[config.mk]
export PLATFORM = sky130hd
export DESIGN_NAME = four_level_page_walk_flat
export DESIGN_NICKNAME = d
export VERILOG_FILES = /design/src/hdl/fwp_pkg.sv /design/src/hdl/fwp_if.sv /design/src/hdl/fwp_front.sv /design/src/hdl/fwp_queue.sv /design/src/hdl/fwp_back.sv /design/src/hdl/four_level_page_walk.sv /design/src/flat_wrapper.sv
export SDC_FILE = /design/constraint.sdc
export NUM_CORES = 1
export LEC_CHECK = 0
export BUFFER_PORTS_ARGS = -buffer_cell sky130_fd_sc_hd__buf_2
export CAP_MARGIN = 20
export CORE_MARGIN = 1.5
export CORE_UTILIZATION = 28
export CTS_BUF_LIST = sky130_fd_sc_hd__clkbuf_16
export DETAILED_ROUTE_END_ITERATION = 12
export GPL_ROUTABILITY_DRIVEN = 0
export PLACE_DENSITY = 0.47
export SETUP_SLACK_MARGIN = 0.2
export SYNTH_ARGS = -nofsm -noshare
export SYNTH_HDL_FRONTEND = slang
export SYNTH_SLANG_ARGS = --single-unit
[constraint.sdc]
create_clock -name clk -period 13.3 [get_ports clk]
set_clock_uncertainty 0.2 [all_clocks]
set_input_delay 0 -clock clk [delete_from_list [all_inputs] [get_ports clk]]
set_output_delay 0 -clock clk [all_outputs]
set_load 0.01 [all_outputs]
[src/hdl/fwp_pkg.sv]
// ----------------------------------------------------------------------------
// fwp_pkg
// shared types and constants of the four-level page walker
// ----------------------------------------------------------------------------
`default_nettype none

package fwp_pkg;

    // physical address bits actually kept, range 32 to 52
    localparam int PHYS_ADDR_BITS = 52;

    // fixed field widths of the channels
    localparam int ADDR_FIELD_W = 52;
    localparam int VA_W         = 64;
    localparam int ENTRY_W      = 64;
    localparam int VA_HELD_W    = 48;
    localparam int PAGE_OFF_W   = 12;
    localparam int INDEX_W      = 9;
    localparam int FRAME_W      = PHYS_ADDR_BITS - PAGE_OFF_W;
    localparam int LEVEL_W      = 3;

    // index positions of each level in the virtual address
    localparam int IDX_LSB_L4 = 39;
    localparam int IDX_LSB_L3 = 30;
    localparam int IDX_LSB_L2 = 21;
    localparam int IDX_LSB_L1 = 12;

    // entry flag bits
    localparam int BIT_PRESENT = 0;
    localparam int BIT_HUGE    = 7;

    // canonical check covers bits 63..47
    localparam int CANON_LSB = 47;

    // decoupling queue
    localparam int QUEUE_DEPTH = 2;
    localparam int QPTR_W      = $clog2(QUEUE_DEPTH);
    localparam int QCNT_W      = $clog2(QUEUE_DEPTH + 1);

    // walk levels
    localparam logic [LEVEL_W-1:0] LEVEL_IDLE = 3'd0;
    localparam logic [LEVEL_W-1:0] LEVEL_ONE  = 3'd1;
    localparam logic [LEVEL_W-1:0] LEVEL_TWO  = 3'd2;
    localparam logic [LEVEL_W-1:0] LEVEL_THREE = 3'd3;
    localparam logic [LEVEL_W-1:0] LEVEL_FOUR = 3'd4;

    typedef enum logic [2:0] {
        KIND_READ     = 3'd0,
        KIND_DONE     = 3'd1,
        KIND_ABSENT   = 3'd2,
        KIND_NONCANON = 3'd3,
        KIND_PROTOCOL = 3'd4
    } kind_t;

    typedef enum logic [1:0] {
        SIZE_4K = 2'd0,
        SIZE_2M = 2'd1,
        SIZE_1G = 2'd2
    } page_size_t;

    // classified beat passed from front to back
    typedef struct packed {
        logic                 is_entry;
        logic                 canonical;
        logic [VA_HELD_W-1:0] va_held;
        logic [FRAME_W-1:0]   frame;
        logic                 present;
        logic                 huge;
    } item_t;

endpackage

`default_nettype wire

[src/hdl/fwp_if.sv]
// ----------------------------------------------------------------------------
// fwp channel interfaces
// request, response and configuration channels of the page walker
// ----------------------------------------------------------------------------
`default_nettype none

interface fwp_req_if;
    import fwp_pkg::*;

    logic               valid;
    logic               ready;
    logic               mode;
    logic [VA_W-1:0]    virt_addr;
    logic [ENTRY_W-1:0] entry_data;

    modport source (output valid, output mode, output virt_addr, output entry_data,
                    input ready);
    modport sink   (input valid, input mode, input virt_addr, input entry_data,
                    output ready);
endinterface

interface fwp_rsp_if;
    import fwp_pkg::*;

    logic                    valid;
    logic                    ready;
    kind_t                   kind;
    logic [ADDR_FIELD_W-1:0] read_addr;
    logic [ADDR_FIELD_W-1:0] phys_addr;
    page_size_t              page_size;

    modport source (output valid, output kind, output read_addr, output phys_addr,
                    output page_size, input ready);
    modport sink   (input valid, input kind, input read_addr, input phys_addr,
                    input page_size, output ready);
endinterface

interface fwp_cfg_if;
    import fwp_pkg::*;

    logic                    valid;
    logic                    ready;
    logic [ADDR_FIELD_W-1:0] table_root;

    modport source (output valid, output table_root, input ready);
    modport sink   (input valid, input table_root, output ready);
endinterface

`default_nettype wire

[src/hdl/fwp_front.sv]
// ----------------------------------------------------------------------------
// fwp_front
// accepts request and entry beats and classifies them for the back end
// ----------------------------------------------------------------------------
`default_nettype none

module fwp_front (
    fwp_req_if.sink        req,
    input  wire logic      q_full,
    output fwp_pkg::item_t q_item,
    output logic           q_push
);
    import fwp_pkg::*;

    logic [VA_W-1:CANON_LSB] upper_bits;

    assign upper_bits = req.virt_addr[VA_W-1:CANON_LSB];
    assign req.ready  = ~q_full;
    assign q_push     = req.valid & ~q_full;

    always_comb
    begin
        q_item.is_entry  = req.mode;
        // canonical when bits 63..47 all match
        q_item.canonical = (&upper_bits) | ~(|upper_bits);
        q_item.va_held   = req.virt_addr[VA_HELD_W-1:0];
        q_item.frame     = req.entry_data[PHYS_ADDR_BITS-1:PAGE_OFF_W];
        q_item.present   = req.entry_data[BIT_PRESENT];
        q_item.huge      = req.entry_data[BIT_HUGE];
    end

endmodule

`default_nettype wire

[src/hdl/fwp_queue.sv]
// ----------------------------------------------------------------------------
// fwp_queue
// short fifo between front and back ends
// ----------------------------------------------------------------------------
`default_nettype none

module fwp_queue (
    input  wire logic            clk,
    input  wire logic            rst_n,
    input  wire logic            push,
    input  wire fwp_pkg::item_t  push_item,
    output logic                 full,
    input  wire logic            pop,
    output logic                 not_empty,
    output fwp_pkg::item_t       head_item
);
    import fwp_pkg::*;

    item_t             slot_reg [QUEUE_DEPTH];
    logic [QPTR_W-1:0] wr_ptr_reg, wr_ptr_next;
    logic [QPTR_W-1:0] rd_ptr_reg, rd_ptr_next;
    logic [QCNT_W-1:0] count_reg, count_next;

    assign full      = (count_reg == QCNT_W'(QUEUE_DEPTH));
    assign not_empty = (count_reg != '0);
    assign head_item = slot_reg[rd_ptr_reg];

    always_comb
    begin
        wr_ptr_next = wr_ptr_reg;
        rd_ptr_next = rd_ptr_reg;
        count_next  = count_reg;
        if (push)
        begin
            wr_ptr_next = (wr_ptr_reg == QPTR_W'(QUEUE_DEPTH - 1)) ? '0
                                                                   : wr_ptr_reg + 1'b1;
        end
        if (pop)
        begin
            rd_ptr_next = (rd_ptr_reg == QPTR_W'(QUEUE_DEPTH - 1)) ? '0
                                                                   : rd_ptr_reg + 1'b1;
        end
        if (push && !pop)
        begin
            count_next = count_reg + 1'b1;
        end
        else if (pop && !push)
        begin
            count_next = count_reg - 1'b1;
        end
    end

    always_ff @(posedge clk or negedge rst_n)
    begin
        if (!rst_n)
        begin
            wr_ptr_reg <= '0;
            rd_ptr_reg <= '0;
            count_reg  <= '0;
        end
        else
        begin
            wr_ptr_reg <= wr_ptr_next;
            rd_ptr_reg <= rd_ptr_next;
            count_reg  <= count_next;
        end
    end

    always_ff @(posedge clk)
    begin
        if (push)
        begin
            slot_reg[wr_ptr_reg] <= push_item;
        end
    end

endmodule

`default_nettype wire

[src/hdl/fwp_back.sv]
// ----------------------------------------------------------------------------
// fwp_back
// walk state, next entry address and final translation, one beat per cycle while rsp is ready
// ----------------------------------------------------------------------------
`default_nettype none

module fwp_back (
    input  wire logic                        clk,
    input  wire logic                        rst_n,
    input  wire logic [fwp_pkg::FRAME_W-1:0] root_frame,
    input  wire logic                        q_valid,
    input  wire fwp_pkg::item_t              q_item,
    output logic                             q_pop,
    fwp_rsp_if.source                        rsp
);
    import fwp_pkg::*;

    logic [LEVEL_W-1:0]   level_reg, level_next;
    logic [VA_HELD_W-1:0] held_reg, held_next;

    logic                    out_valid_reg;
    kind_t                   kind_reg, kind_next;
    logic [ADDR_FIELD_W-1:0] raddr_reg, raddr_next;
    logic [ADDR_FIELD_W-1:0] paddr_reg, paddr_next;
    page_size_t              size_reg, size_next;

    logic                      busy;
    logic [FRAME_W-1:0]        base;
    logic [INDEX_W-1:0]        idx;
    logic [PHYS_ADDR_BITS-1:0] entry_pa;
    logic [PHYS_ADDR_BITS-1:0] page_1g, page_2m, page_4k;

    assign q_pop     = q_valid & (~out_valid_reg | rsp.ready);
    assign busy      = (level_reg >= LEVEL_ONE) && (level_reg <= LEVEL_FOUR);
    assign entry_pa  = {base, idx, 3'b000};
    assign page_1g   = {q_item.frame[FRAME_W-1:IDX_LSB_L3-PAGE_OFF_W],
                        held_reg[IDX_LSB_L3-1:0]};
    assign page_2m   = {q_item.frame[FRAME_W-1:IDX_LSB_L2-PAGE_OFF_W],
                        held_reg[IDX_LSB_L2-1:0]};
    assign page_4k   = {q_item.frame, held_reg[PAGE_OFF_W-1:0]};

    assign rsp.valid     = out_valid_reg;
    assign rsp.kind      = kind_reg;
    assign rsp.read_addr = raddr_reg;
    assign rsp.phys_addr = paddr_reg;
    assign rsp.page_size = size_reg;

    // base and index of the entry to ask for next
    always_comb
    begin
        if (!q_item.is_entry)
        begin
            base = root_frame;
            idx  = q_item.va_held[IDX_LSB_L4 +: INDEX_W];
        end
        else
        begin
            base = q_item.frame;
            case (level_reg)
                LEVEL_FOUR:  idx = held_reg[IDX_LSB_L3 +: INDEX_W];
                LEVEL_THREE: idx = held_reg[IDX_LSB_L2 +: INDEX_W];
                default:     idx = held_reg[IDX_LSB_L1 +: INDEX_W];
            endcase
        end
    end

    always_comb
    begin
        level_next = level_reg;
        held_next  = held_reg;
        kind_next  = KIND_PROTOCOL;
        raddr_next = '0;
        paddr_next = '0;
        size_next  = SIZE_4K;
        if (!q_item.is_entry)
        begin
            if (busy)
            begin
                kind_next = KIND_PROTOCOL;
            end
            else if (!q_item.canonical)
            begin
                kind_next  = KIND_NONCANON;
                level_next = LEVEL_IDLE;
            end
            else
            begin
                kind_next  = KIND_READ;
                held_next  = q_item.va_held;
                level_next = LEVEL_FOUR;
                raddr_next = ADDR_FIELD_W'(entry_pa);
            end
        end
        else if (!busy)
        begin
            kind_next  = KIND_PROTOCOL;
            level_next = LEVEL_IDLE;
        end
        else if (!q_item.present)
        begin
            kind_next  = KIND_ABSENT;
            level_next = LEVEL_IDLE;
        end
        else if (level_reg == LEVEL_THREE && q_item.huge)
        begin
            kind_next  = KIND_DONE;
            level_next = LEVEL_IDLE;
            paddr_next = ADDR_FIELD_W'(page_1g);
            size_next  = SIZE_1G;
        end
        else if (level_reg == LEVEL_TWO && q_item.huge)
        begin
            kind_next  = KIND_DONE;
            level_next = LEVEL_IDLE;
            paddr_next = ADDR_FIELD_W'(page_2m);
            size_next  = SIZE_2M;
        end
        else if (level_reg == LEVEL_ONE)
        begin
            kind_next  = KIND_DONE;
            level_next = LEVEL_IDLE;
            paddr_next = ADDR_FIELD_W'(page_4k);
            size_next  = SIZE_4K;
        end
        else
        begin
            kind_next  = KIND_READ;
            level_next = level_reg - 1'b1;
            raddr_next = ADDR_FIELD_W'(entry_pa);
        end
    end

    always_ff @(posedge clk or negedge rst_n)
    begin
        if (!rst_n)
        begin
            level_reg     <= LEVEL_IDLE;
            held_reg      <= '0;
            out_valid_reg <= 1'b0;
        end
        else
        begin
            if (q_pop)
            begin
                level_reg     <= level_next;
                held_reg      <= held_next;
                out_valid_reg <= 1'b1;
            end
            else if (rsp.ready)
            begin
                out_valid_reg <= 1'b0;
            end
        end
    end

    always_ff @(posedge clk)
    begin
        if (q_pop)
        begin
            kind_reg  <= kind_next;
            raddr_reg <= raddr_next;
            paddr_reg <= paddr_next;
            size_reg  <= size_next;
        end
    end

endmodule

`default_nettype wire

[src/hdl/four_level_page_walk.sv]
// ----------------------------------------------------------------------------
// four_level_page_walk
// four-level page-table walker: canonical check, entry reads, translation
// ----------------------------------------------------------------------------
//
//  channel  dir  handshake     payload
//  -------  ---  ------------  ---------------------------------------------
//  cfg      in   valid/ready   table_root (52)
//  req      in   valid/ready   mode (1), virt_addr (64), entry_data (64)
//  rsp      out  valid/ready   kind (3), read_addr (52), phys_addr (52),
//                              page_size (2)
//
//  every req beat gives exactly one rsp beat, held first in the queue slot
//  and then in the registered rsp beat; one beat per cycle is sustained
//  while rsp is ready; the rate is set by the back end, which updates the
//  walk level and held address once per beat
//  a two-entry queue between front and back keeps req ready during an
//  rsp stall; req ready drops only once the queue is full
//  reset clears the walk level, the held address, table_root and the queue
//
`default_nettype none

module four_level_page_walk (
    input  wire logic clk,
    input  wire logic rst_n,
    fwp_cfg_if.sink   cfg,
    fwp_req_if.sink   req,
    fwp_rsp_if.source rsp
);
    import fwp_pkg::*;

    // root table register, only its frame bits matter
    logic [ADDR_FIELD_W-1:0] table_root_reg;

    // front to queue
    item_t front_item;
    logic  front_push;
    logic  q_full;

    // queue to back
    item_t head_item;
    logic  q_not_empty;
    logic  q_pop;

    // config channel is always ready; the user must write only while idle, the block itself does not enforce it
    assign cfg.ready = 1'b1;

    always_ff @(posedge clk or negedge rst_n)
    begin
        if (!rst_n)
        begin
            table_root_reg <= '0;
        end
        else if (cfg.valid)
        begin
            table_root_reg <= cfg.table_root;
        end
    end

    // front end: takes the req beat and classifies it
    fwp_front u_front (
        .req    (req),
        .q_full (q_full),
        .q_item (front_item),
        .q_push (front_push)
    );

    // decoupling queue
    fwp_queue u_queue (
        .clk       (clk),
        .rst_n     (rst_n),
        .push      (front_push),
        .push_item (front_item),
        .full      (q_full),
        .pop       (q_pop),
        .not_empty (q_not_empty),
        .head_item (head_item)
    );

    // back end: walk state and the registered rsp beat
    fwp_back u_back (
        .clk        (clk),
        .rst_n      (rst_n),
        .root_frame (table_root_reg[PHYS_ADDR_BITS-1:PAGE_OFF_W]),
        .q_valid    (q_not_empty),
        .q_item     (head_item),
        .q_pop      (q_pop),
        .rsp        (rsp)
    );

endmodule

`default_nettype wire
[src/flat_wrapper.sv]
// flat-port wrapper written by rule: the top's interface ports become plain ports
module four_level_page_walk_flat import fwp_pkg::*;
  (clk, rst_n, cfg_valid, cfg_table_root, cfg_ready, req_valid, req_mode, req_virt_addr, req_entry_data, req_ready, rsp_valid, rsp_kind, rsp_read_addr, rsp_phys_addr, rsp_page_size, rsp_ready);
  fwp_cfg_if cfg_i ();
  fwp_req_if req_i ();
  fwp_rsp_if rsp_i ();
  input  wire logic clk;
  input  wire logic rst_n;
  input wire logic [$bits(cfg_i.valid)-1:0] cfg_valid;
  input wire logic [$bits(cfg_i.table_root)-1:0] cfg_table_root;
  output wire logic [$bits(cfg_i.ready)-1:0] cfg_ready;
  input wire logic [$bits(req_i.valid)-1:0] req_valid;
  input wire logic [$bits(req_i.mode)-1:0] req_mode;
  input wire logic [$bits(req_i.virt_addr)-1:0] req_virt_addr;
  input wire logic [$bits(req_i.entry_data)-1:0] req_entry_data;
  output wire logic [$bits(req_i.ready)-1:0] req_ready;
  output wire logic [$bits(rsp_i.valid)-1:0] rsp_valid;
  output wire logic [$bits(rsp_i.kind)-1:0] rsp_kind;
  output wire logic [$bits(rsp_i.read_addr)-1:0] rsp_read_addr;
  output wire logic [$bits(rsp_i.phys_addr)-1:0] rsp_phys_addr;
  output wire logic [$bits(rsp_i.page_size)-1:0] rsp_page_size;
  input wire logic [$bits(rsp_i.ready)-1:0] rsp_ready;
  assign cfg_i.valid = cfg_valid;
  assign cfg_i.table_root = cfg_table_root;
  assign cfg_ready = cfg_i.ready;
  assign req_i.valid = req_valid;
  assign req_i.mode = req_mode;
  assign req_i.virt_addr = req_virt_addr;
  assign req_i.entry_data = req_entry_data;
  assign req_ready = req_i.ready;
  assign rsp_valid = rsp_i.valid;
  assign rsp_kind = rsp_i.kind;
  assign rsp_read_addr = rsp_i.read_addr;
  assign rsp_phys_addr = rsp_i.phys_addr;
  assign rsp_page_size = rsp_i.page_size;
  assign rsp_i.ready = rsp_ready;
  four_level_page_walk u_core (.clk(clk), .rst_n(rst_n), .cfg(cfg_i), .req(req_i), .rsp(rsp_i));
endmodule
==> impl_metrics.csv, run 1 <==
group,metric,value,unit
route,drtAntennaViolNets,0,
cells_and_area,antenna_cells,0,
worst_setup_path,critPathArrivalTime,4.26,ns
yosys,netlist_top_cells_count,"edfxtp_1 (290), mux2i_1 (116), dfrtp_1 (87)",
power_and_ir_drop,internal-power,2.92,mW
timing,fin_crit,4.04,ns
route,vias_per_cell,4.30,
timing,worstMarginPinSlew,1.04,ns
clocking,cts.clk_slew.worst_paths,0.06,ns
clocking,cts-root-buf,"clkbuf_16",
yosys,synthMuxAreaShare,11.4,%
yosys,ys_warn_count,0,
yosys,synth.largest_area_cell,"edfxtp_1",
placement,dp_hpwl,24.2,mm
timing,fmax,248,MHz
cells_and_area,regArea,0.0109,mm2
floorplan,coreArea,0.0515,mm2
floorplan,core.rowCount,83,
floorplan,die_y,232,um
yosys,synth_fa_ha_area_share,0.683,%
clocking,cts_resized,0,
power_and_ir_drop,peakVddDrop,0.0000902,V
route,initialDrtViolationCount,426,
yosys,ys_ff_latch,377,
route,drc_errors,0,
yosys,seq_area_frac_synth,74.3,%
route,drt-total-wl,39.6,mm
power_and_ir_drop,leakagePower,8.42,nW
clocking,clk_latency,0.56,ns
placement,postPlaceCellArea,0.0167,mm2
yosys,synth_cell_type_count,43,
timing,fin_crit_sh,30.3,%
floorplan,io_pins,298,
yosys,synth_edf_count,290,
timing,fin_tns_setup,0,ns
yosys,synth_top_family_by_area,"multiplexers",
cells_and_area,area_delta_synth_final,44.0,%
clocking,cts_tree,"yes",
clocking,htreeDepth,2,
yosys,yosysTopAreaCellShare,59.4,%
route,dr.pass1.iters,5,
power_and_ir_drop,clkPwrFrac,28.1,%
clocking,ctsHoldBuffers,292,
global_route,first_global_vias,9842,
yosys,synth_area_leaders,"edfxtp_1 (59%), dfrtp_1 (15%), mux2i_1 (7.9%), mux2_2 (3.3%), a211oi_1 (2.4%)",
yosys,syn_avg_cell_area,16.0,um2
clocking,cts_buffers,44,
worst_setup_path,crit_path_max_fanout,85,
cells_and_area,final_cells,2190,
cells_and_area,multi_input_area,0.00349,mm2
power_and_ir_drop,switchingPower,1.43,mW
global_route,grt_overflow_total,0,
clocking,clk_path_buf_depth,3,
power_and_ir_drop,p_comb_share,29.0,%
yosys,async_flop_share,23.1,%
flow_run,drv_cap,0,
floorplan,dieWidth,232,um
placement,dpl.cell_count,1814,
clocking,postCtsSetupRepairBufs,0,
global_route,grt_use_total,14.8,%
cells_and_area,final_core_util,41.0,%
floorplan,initial_utilization,28.4,%
route,post_drt_wl_per_cell,18.1,um
yosys,synth_xor_area_share,0.299,%
worst_setup_path,required,13.53,ns
global_route,antenna_found_initial,0,
worst_setup_path,crit_type,"flop to flop",
timing,rsz0062_at_grt,"false",
placement,io_buffers,259,
worst_setup_path,worst_setup_path_start_kind,"flop",
timing,hold_viol,0,
global_route,grt_max_degree,86,
timing,relSlewSlack,30.4,%
yosys,synthSimpleGateAreaFrac,5.74,%
yosys,synth_ff_type,"edfxtp_1",
cells_and_area,design_area,0.0211,mm2
yosys,yosysMostFrequentCell,"edfxtp_1",
worst_hold_path,hp-class,"input pin to flop",
cells_and_area,final_layout_size_suffix_gt1_share,26.0,%
outcome,status,"finished clean",
power_and_ir_drop,pwr-share-seq,42.9,%
power_and_ir_drop,power_density,206,mW/mm2
yosys,syn_area,0.0147,mm2
yosys,syn_inst,916,
cells_and_area,n_fill_cell,4905,
global_route,grt_pass1_wl,59.1,mm
yosys,synth_compound_area_share,5.46,%
clocking,clock_sinks,377,
cells_and_area,largest_register_ffs,184,
cells_and_area,nets,1668,
worst_setup_path,crit_path_end_kind,"flop",
power_and_ir_drop,swShare,32.9,%
timing,finalMaxSlewViolations,0,
timing,setup_viol,0,
route,num_vias,9423,
floorplan,dieArea,0.0537,mm2
[per-layer routing]
metal	vias up	GRT usage, %	routed length [um]
met5	-	0	0
met4	0	4.48	1020
met3	52	3.27	1830
met2	213	25.4	19600
met1	4595	18.4	17100
li1	4563	-	-
[critical path, cell delays in order, from the launching register on]
cell and delay, ns:
dfrtp_4 0.62, mux2_4 0.93, nand4_1 0.89, nor2_1 1.00, and2_1 0.23
[power by group through the flow]
| stage | Sequential (mW) | Combinational (mW) | Clock, mW |
|---|---|---|---|
| finish | 1.87 | 1.26 | 1.22 |
| CTS | 1.88 | 1.28 | 1.26 |
| global placement | 1.89 | 1.20 | 0 |
| floorplan | 1.92 | 0.700 | 0 |
| detailed placement | 1.90 | 1.20 | 0 |
| global route | 1.91 | 1.39 | 1.31 |
[placed cells by master (no fill, tap or decap), types with 12 or more instances in the layout]
master and instances:
inv_1 14, buf_4 12, mux2i_1 116, a211oi_1 46
nor2_1 78, mux2_2 42, clkinv_1 13, and2_1 12
dlygate4sd3_1 291, o21ai_0 40, clkbuf_16 46, buf_2 258
nand2_1 54, dfrtp_1 86, edfxtp_1 290
[stage by stage]
step / hold WS [ns] / total power, mW / setup WS (ns)
after floorplan: -0.496 / 2.62 / 8.00
after global placement: -0.195 / 3.09 / 9.17
after detailed placement: -0.203 / 3.11 / 9.16
after CTS: 0.000599 / 4.43 / 9.16
after global routing: 0.00802 / 4.61 / 8.85
final: 0.0422 / 4.35 / 9.26
[cell type report]
type	count	share of cell area, %
clock inverter	36	1.52
timing repair buffer	565	20.7
sequential	377	51.6
tap	680	4.03
clock buffer	46	5.46
multi-input combinational	479	16.5
inverter	7	0.136
[worst paths after layout]
check / startpoint / end / slack [ns] / cells after the start
max: u_core.u_queue.rd_ptr_reg / u_core.u_back.rsp.phys_addr[5] / 9.26 / 4
min: req_entry_data[20] / u_core.u_queue.slot_reg[1][10] / 0.04 / 2
max reg2reg: u_core.u_queue.rd_ptr_reg / u_core.u_back.rsp.phys_addr[5] / 9.26 / 4
min reg2reg: u_core.u_back.held_reg[6] / u_core.u_back.held_reg[6] / 0.27 / 2
max in group asynchronous: rst_n / u_core.table_root_reg[29] / 11.65 / 4
min in group asynchronous: rst_n / u_core.table_root_reg[36] / 0.35 / 4
[kinds of logic (layout without fill, tap and decap cells)]
group | after synthesis | count (layout)
compound gates | 118 | 118
xor+xnor | 5 | 5
fa+ha+maj | 8 | 8
flops | 377 | 377
other cells | 2 | 4
buf+inv | 62 | 654
mux | 160 | 160
simple gates | 184 | 184
Power figures use the tool's default switching activity.
==> run 2: changes to the inputs <==
--- a/config.mk
+++ b/config.mk
@@ -5,6 +5,7 @@
 export SDC_FILE = /design/constraint.sdc
 export NUM_CORES = 1
 export LEC_CHECK = 0
+export ABC_AREA = 1
 export BUFFER_PORTS_ARGS = -buffer_cell sky130_fd_sc_hd__buf_2
 export CAP_MARGIN = 20
 export CORE_MARGIN = 1.5
==> constraint.sdc (replaced) <==
create_clock -name clk -period 4.1 [get_ports clk]
set_clock_uncertainty 0.2 [all_clocks]
set_input_delay 0 -clock clk [delete_from_list [all_inputs] [get_ports clk]]
set_output_delay 0 -clock clk [all_outputs]
set_load 0.01 [all_outputs]
==> run 2 against run 1 <==
Net effect: largest cell class unchanged; utilization is 0.86 points lower; highest routed layer is now met5; largest power group unchanged; global-route usage is 0.43 points higher; synthesized area is 4.0% higher; die area is 4.0% higher; non-clock buffer count is 9 higher.
==> impl_metrics.csv, run 2 <==
group,metric,value,unit
outcome,status,"finished clean",
timing,setup_viol,0,
clocking,cts_tree,"yes",
worst_setup_path,worst_setup_path_start_kind,"flop",
route,initialDrtViolationCount,592,
yosys,synth_area_leaders,"edfxtp_1 (57%), dfrtp_1 (14%), nand2_1 (6.9%), o21ai_0 (4.5%), inv_1 (3.4%)",
timing,relSlewSlack,38.9,%
worst_hold_path,hp-class,"input pin to flop",
yosys,ys_ff_latch,377,
power_and_ir_drop,power_density,664,mW/mm2
worst_setup_path,crit_type,"flop to flop",
yosys,ys_warn_count,0,
floorplan,die_y,236,um
cells_and_area,largest_register_ffs,184,
yosys,yosysMostFrequentCell,"edfxtp_1",
timing,fin_tns_setup,0,ns
route,drtAntennaViolNets,0,
clocking,clk_latency,0.58,ns
yosys,synth.largest_area_cell,"edfxtp_1",
worst_setup_path,required,4.21,ns
floorplan,dieWidth,236,um
route,vias_per_cell,4.27,
cells_and_area,final_common_cell,"dlygate4sd3_1",
global_route,antenna_found_initial,1,
floorplan,core.rowCount,85,
cells_and_area,area_delta_synth_final,41.6,%
worst_setup_path,critPathArrivalTime,3.17,ns
worst_hold_path,hp-start,"cfg_valid",
cells_and_area,final_cells,2581,
clocking,cts.clk_slew.worst_paths,0.06,ns
worst_setup_path,path_cells,"inv_2 -> buf_4 -> nand2_2 -> nand2_2 -> nand2_2 -> inv_2 -> nor2_4 -> nand2_2 -> and2_4 -> buf_4 -> nor2_1",
placement,place_ws,0.974,ns
worst_setup_path,cp_slowest_stage_delay,0.54,ns
route,drc_errors,0,
yosys,syn_avg_cell_area,11.8,um2
yosys,synth_cell_type_count,37,
global_route,grt_use_total,15.2,%
yosys,synth_ff_type,"edfxtp_1",
power_and_ir_drop,peakVddDrop,0.000374,V
route,dr.pass1.iters,4,
placement,dp_hpwl,26.5,mm
yosys,syn_area,0.0152,mm2
worst_setup_path,cp_slowest_cell,"dfrtp_4",
cells_and_area,final_core_util,40.1,%
placement,io_buffers,259,
timing,worstMarginPinSlew,0.916,ns
global_route,grt_pass1_wl,64.9,mm
yosys,seq_area_frac_synth,71.4,%
timing,rsz0062_at_grt,"false",
route,post_drt_wl_per_cell,16.4,um
power_and_ir_drop,leakagePower,9.18,nW
floorplan,dieArea,0.0558,mm2
timing,hold_viol,0,
floorplan,io_pins,298,
placement,dpl.cell_count,2210,
timing,finalMaxSlewViolations,0,
clocking,clock_sinks,377,
route,drt-total-wl,42.4,mm
worst_setup_path,crit_path_max_fanout,26,
global_route,grt_overflow_total,0,
global_route,first_global_vias,11300,
clocking,htreeDepth,2,
yosys,syn_inst,1294,
yosys,netlist_top_cells_count,"edfxtp_1 (290), nand2_1 (281), inv_1 (140)",
timing,fin_ws,1.04,ns
yosys,async_flop_share,23.1,%
timing,fmax,327,MHz
global_route,grt_max_degree,94,
clocking,clk_path_buf_depth,3,
clocking,cts_resized,0,
route,num_vias,11000,
worst_setup_path,cp_common_cell,"nand2_2",
clocking,cts-root-buf,"clkbuf_16",
floorplan,coreArea,0.0538,mm2
cells_and_area,final_layout_size_suffix_gt1_share,22.0,%
timing,holdWs,0.000000278,ns
clocking,cts_buffers,43,
worst_setup_path,crit_path_end_kind,"flop",
cells_and_area,nets,2045,
worst_setup_path,worstReg2RegStart,"u_core.u_queue.rd_ptr_reg",
floorplan,initial_utilization,28.3,%
timing,fin_crit_sh,74.6,%
worst_setup_path,cp-startpoint,"u_core.u_queue.rd_ptr_reg",
cells_and_area,n_fill_cell,5189,
cells_and_area,final_cell_mix,"dlygate4sd3_1 (291), edfxtp_1 (290), nand2_1 (281), buf_2 (258), inv_1 (155)",
timing,fin_crit,3.06,ns
cells_and_area,antenna_cells,0,
yosys,synth_edf_count,290,
yosys,yosysTopAreaCellShare,57.1,%
flow_run,drv_cap,0,
## run 2: logic make-up after synthesis
family	Yosys count	synth area share, %
AO/OA/AOI/OAI	199	7.21
XOR/XNOR	4	0.230
adder cells (fa/ha/maj)	8	0.657
buffers and inverters	208	5.60
flip-flops	377	71.4
multiplexers	20	1.40
other	2	0.0493
AND/OR/NAND/NOR	476	13.4
## run 2: layer usage
layer | GRT usage (%) | vias to the layer above | wire length (um)
li1 | - | 5420 | -
met1 | 19.0 | 5317 | 18600
met2 | 26.6 | 226 | 21000
met3 | 2.97 | 67 | 1870
met4 | 4.37 | 2 | 933
met5 | 0 | - | 12
## run 2: power breakdown
| group | switching, mW | internal (mW) |
|---|---|---|
| Combinational | 3.21 | 1.58 |
| Clock | 1.55 | 2.00 |
| Sequential | 0.406 | 5.59 |
## run 2: what timing repair did
action                    4_1_cts  5_1_grt
hold buffers                  292        0
hold endpoints to repair      345        0
buffers inserted                0        0
## run 2: cell type report
| type | instances | area [um2] | area share (%) |
|---|---|---|---|
| multi-input cells | 711 | 3540 | 16.4 |
| inverters | 144 | 544 | 2.52 |
| clock inverters | 35 | 188 | 0.870 |
| repair buffers | 574 | 4450 | 20.6 |
| well taps | 696 | 871 | 4.03 |
| flip-flops and latches | 377 | 10900 | 50.5 |
| clock buffers | 44 | 1100 | 5.10 |
## run 2: worst max-delay path: cells and delay by family, from the launching register on
kind | cells | cell delay [ns]
buffers and inverters | 4 | 1.04
flip-flops | 1 | 0.54
AND/OR/NAND/NOR | 7 | 1.01
## run 2: final timing paths
path                                                        end  slack, ns  cells after the start
min in group asynchronous             u_core.table_root_reg[51]       0.43                      4
worst min register to register       u_core.u_back.held_reg[24]       0.28                      2
worst max-delay path            u_core.u_back.rsp.read_addr[18]       1.04                     11
max in group asynchronous            u_core.u_back.held_reg[11]       2.88                      4
worst min-delay path                  u_core.table_root_reg[46]  0.0000003                      2
worst max register to register  u_core.u_back.rsp.read_addr[18]       1.04                     11
## run 2: stage by stage
stage          area [um2]  total power, mW
2_1_floorplan       15300             8.95
3_5_place_dp        17400             10.7
6_report            21600             14.3
4_1_cts             21600             14.6
5_1_grt             21600             15.3
3_3_place_gp        17400             10.7
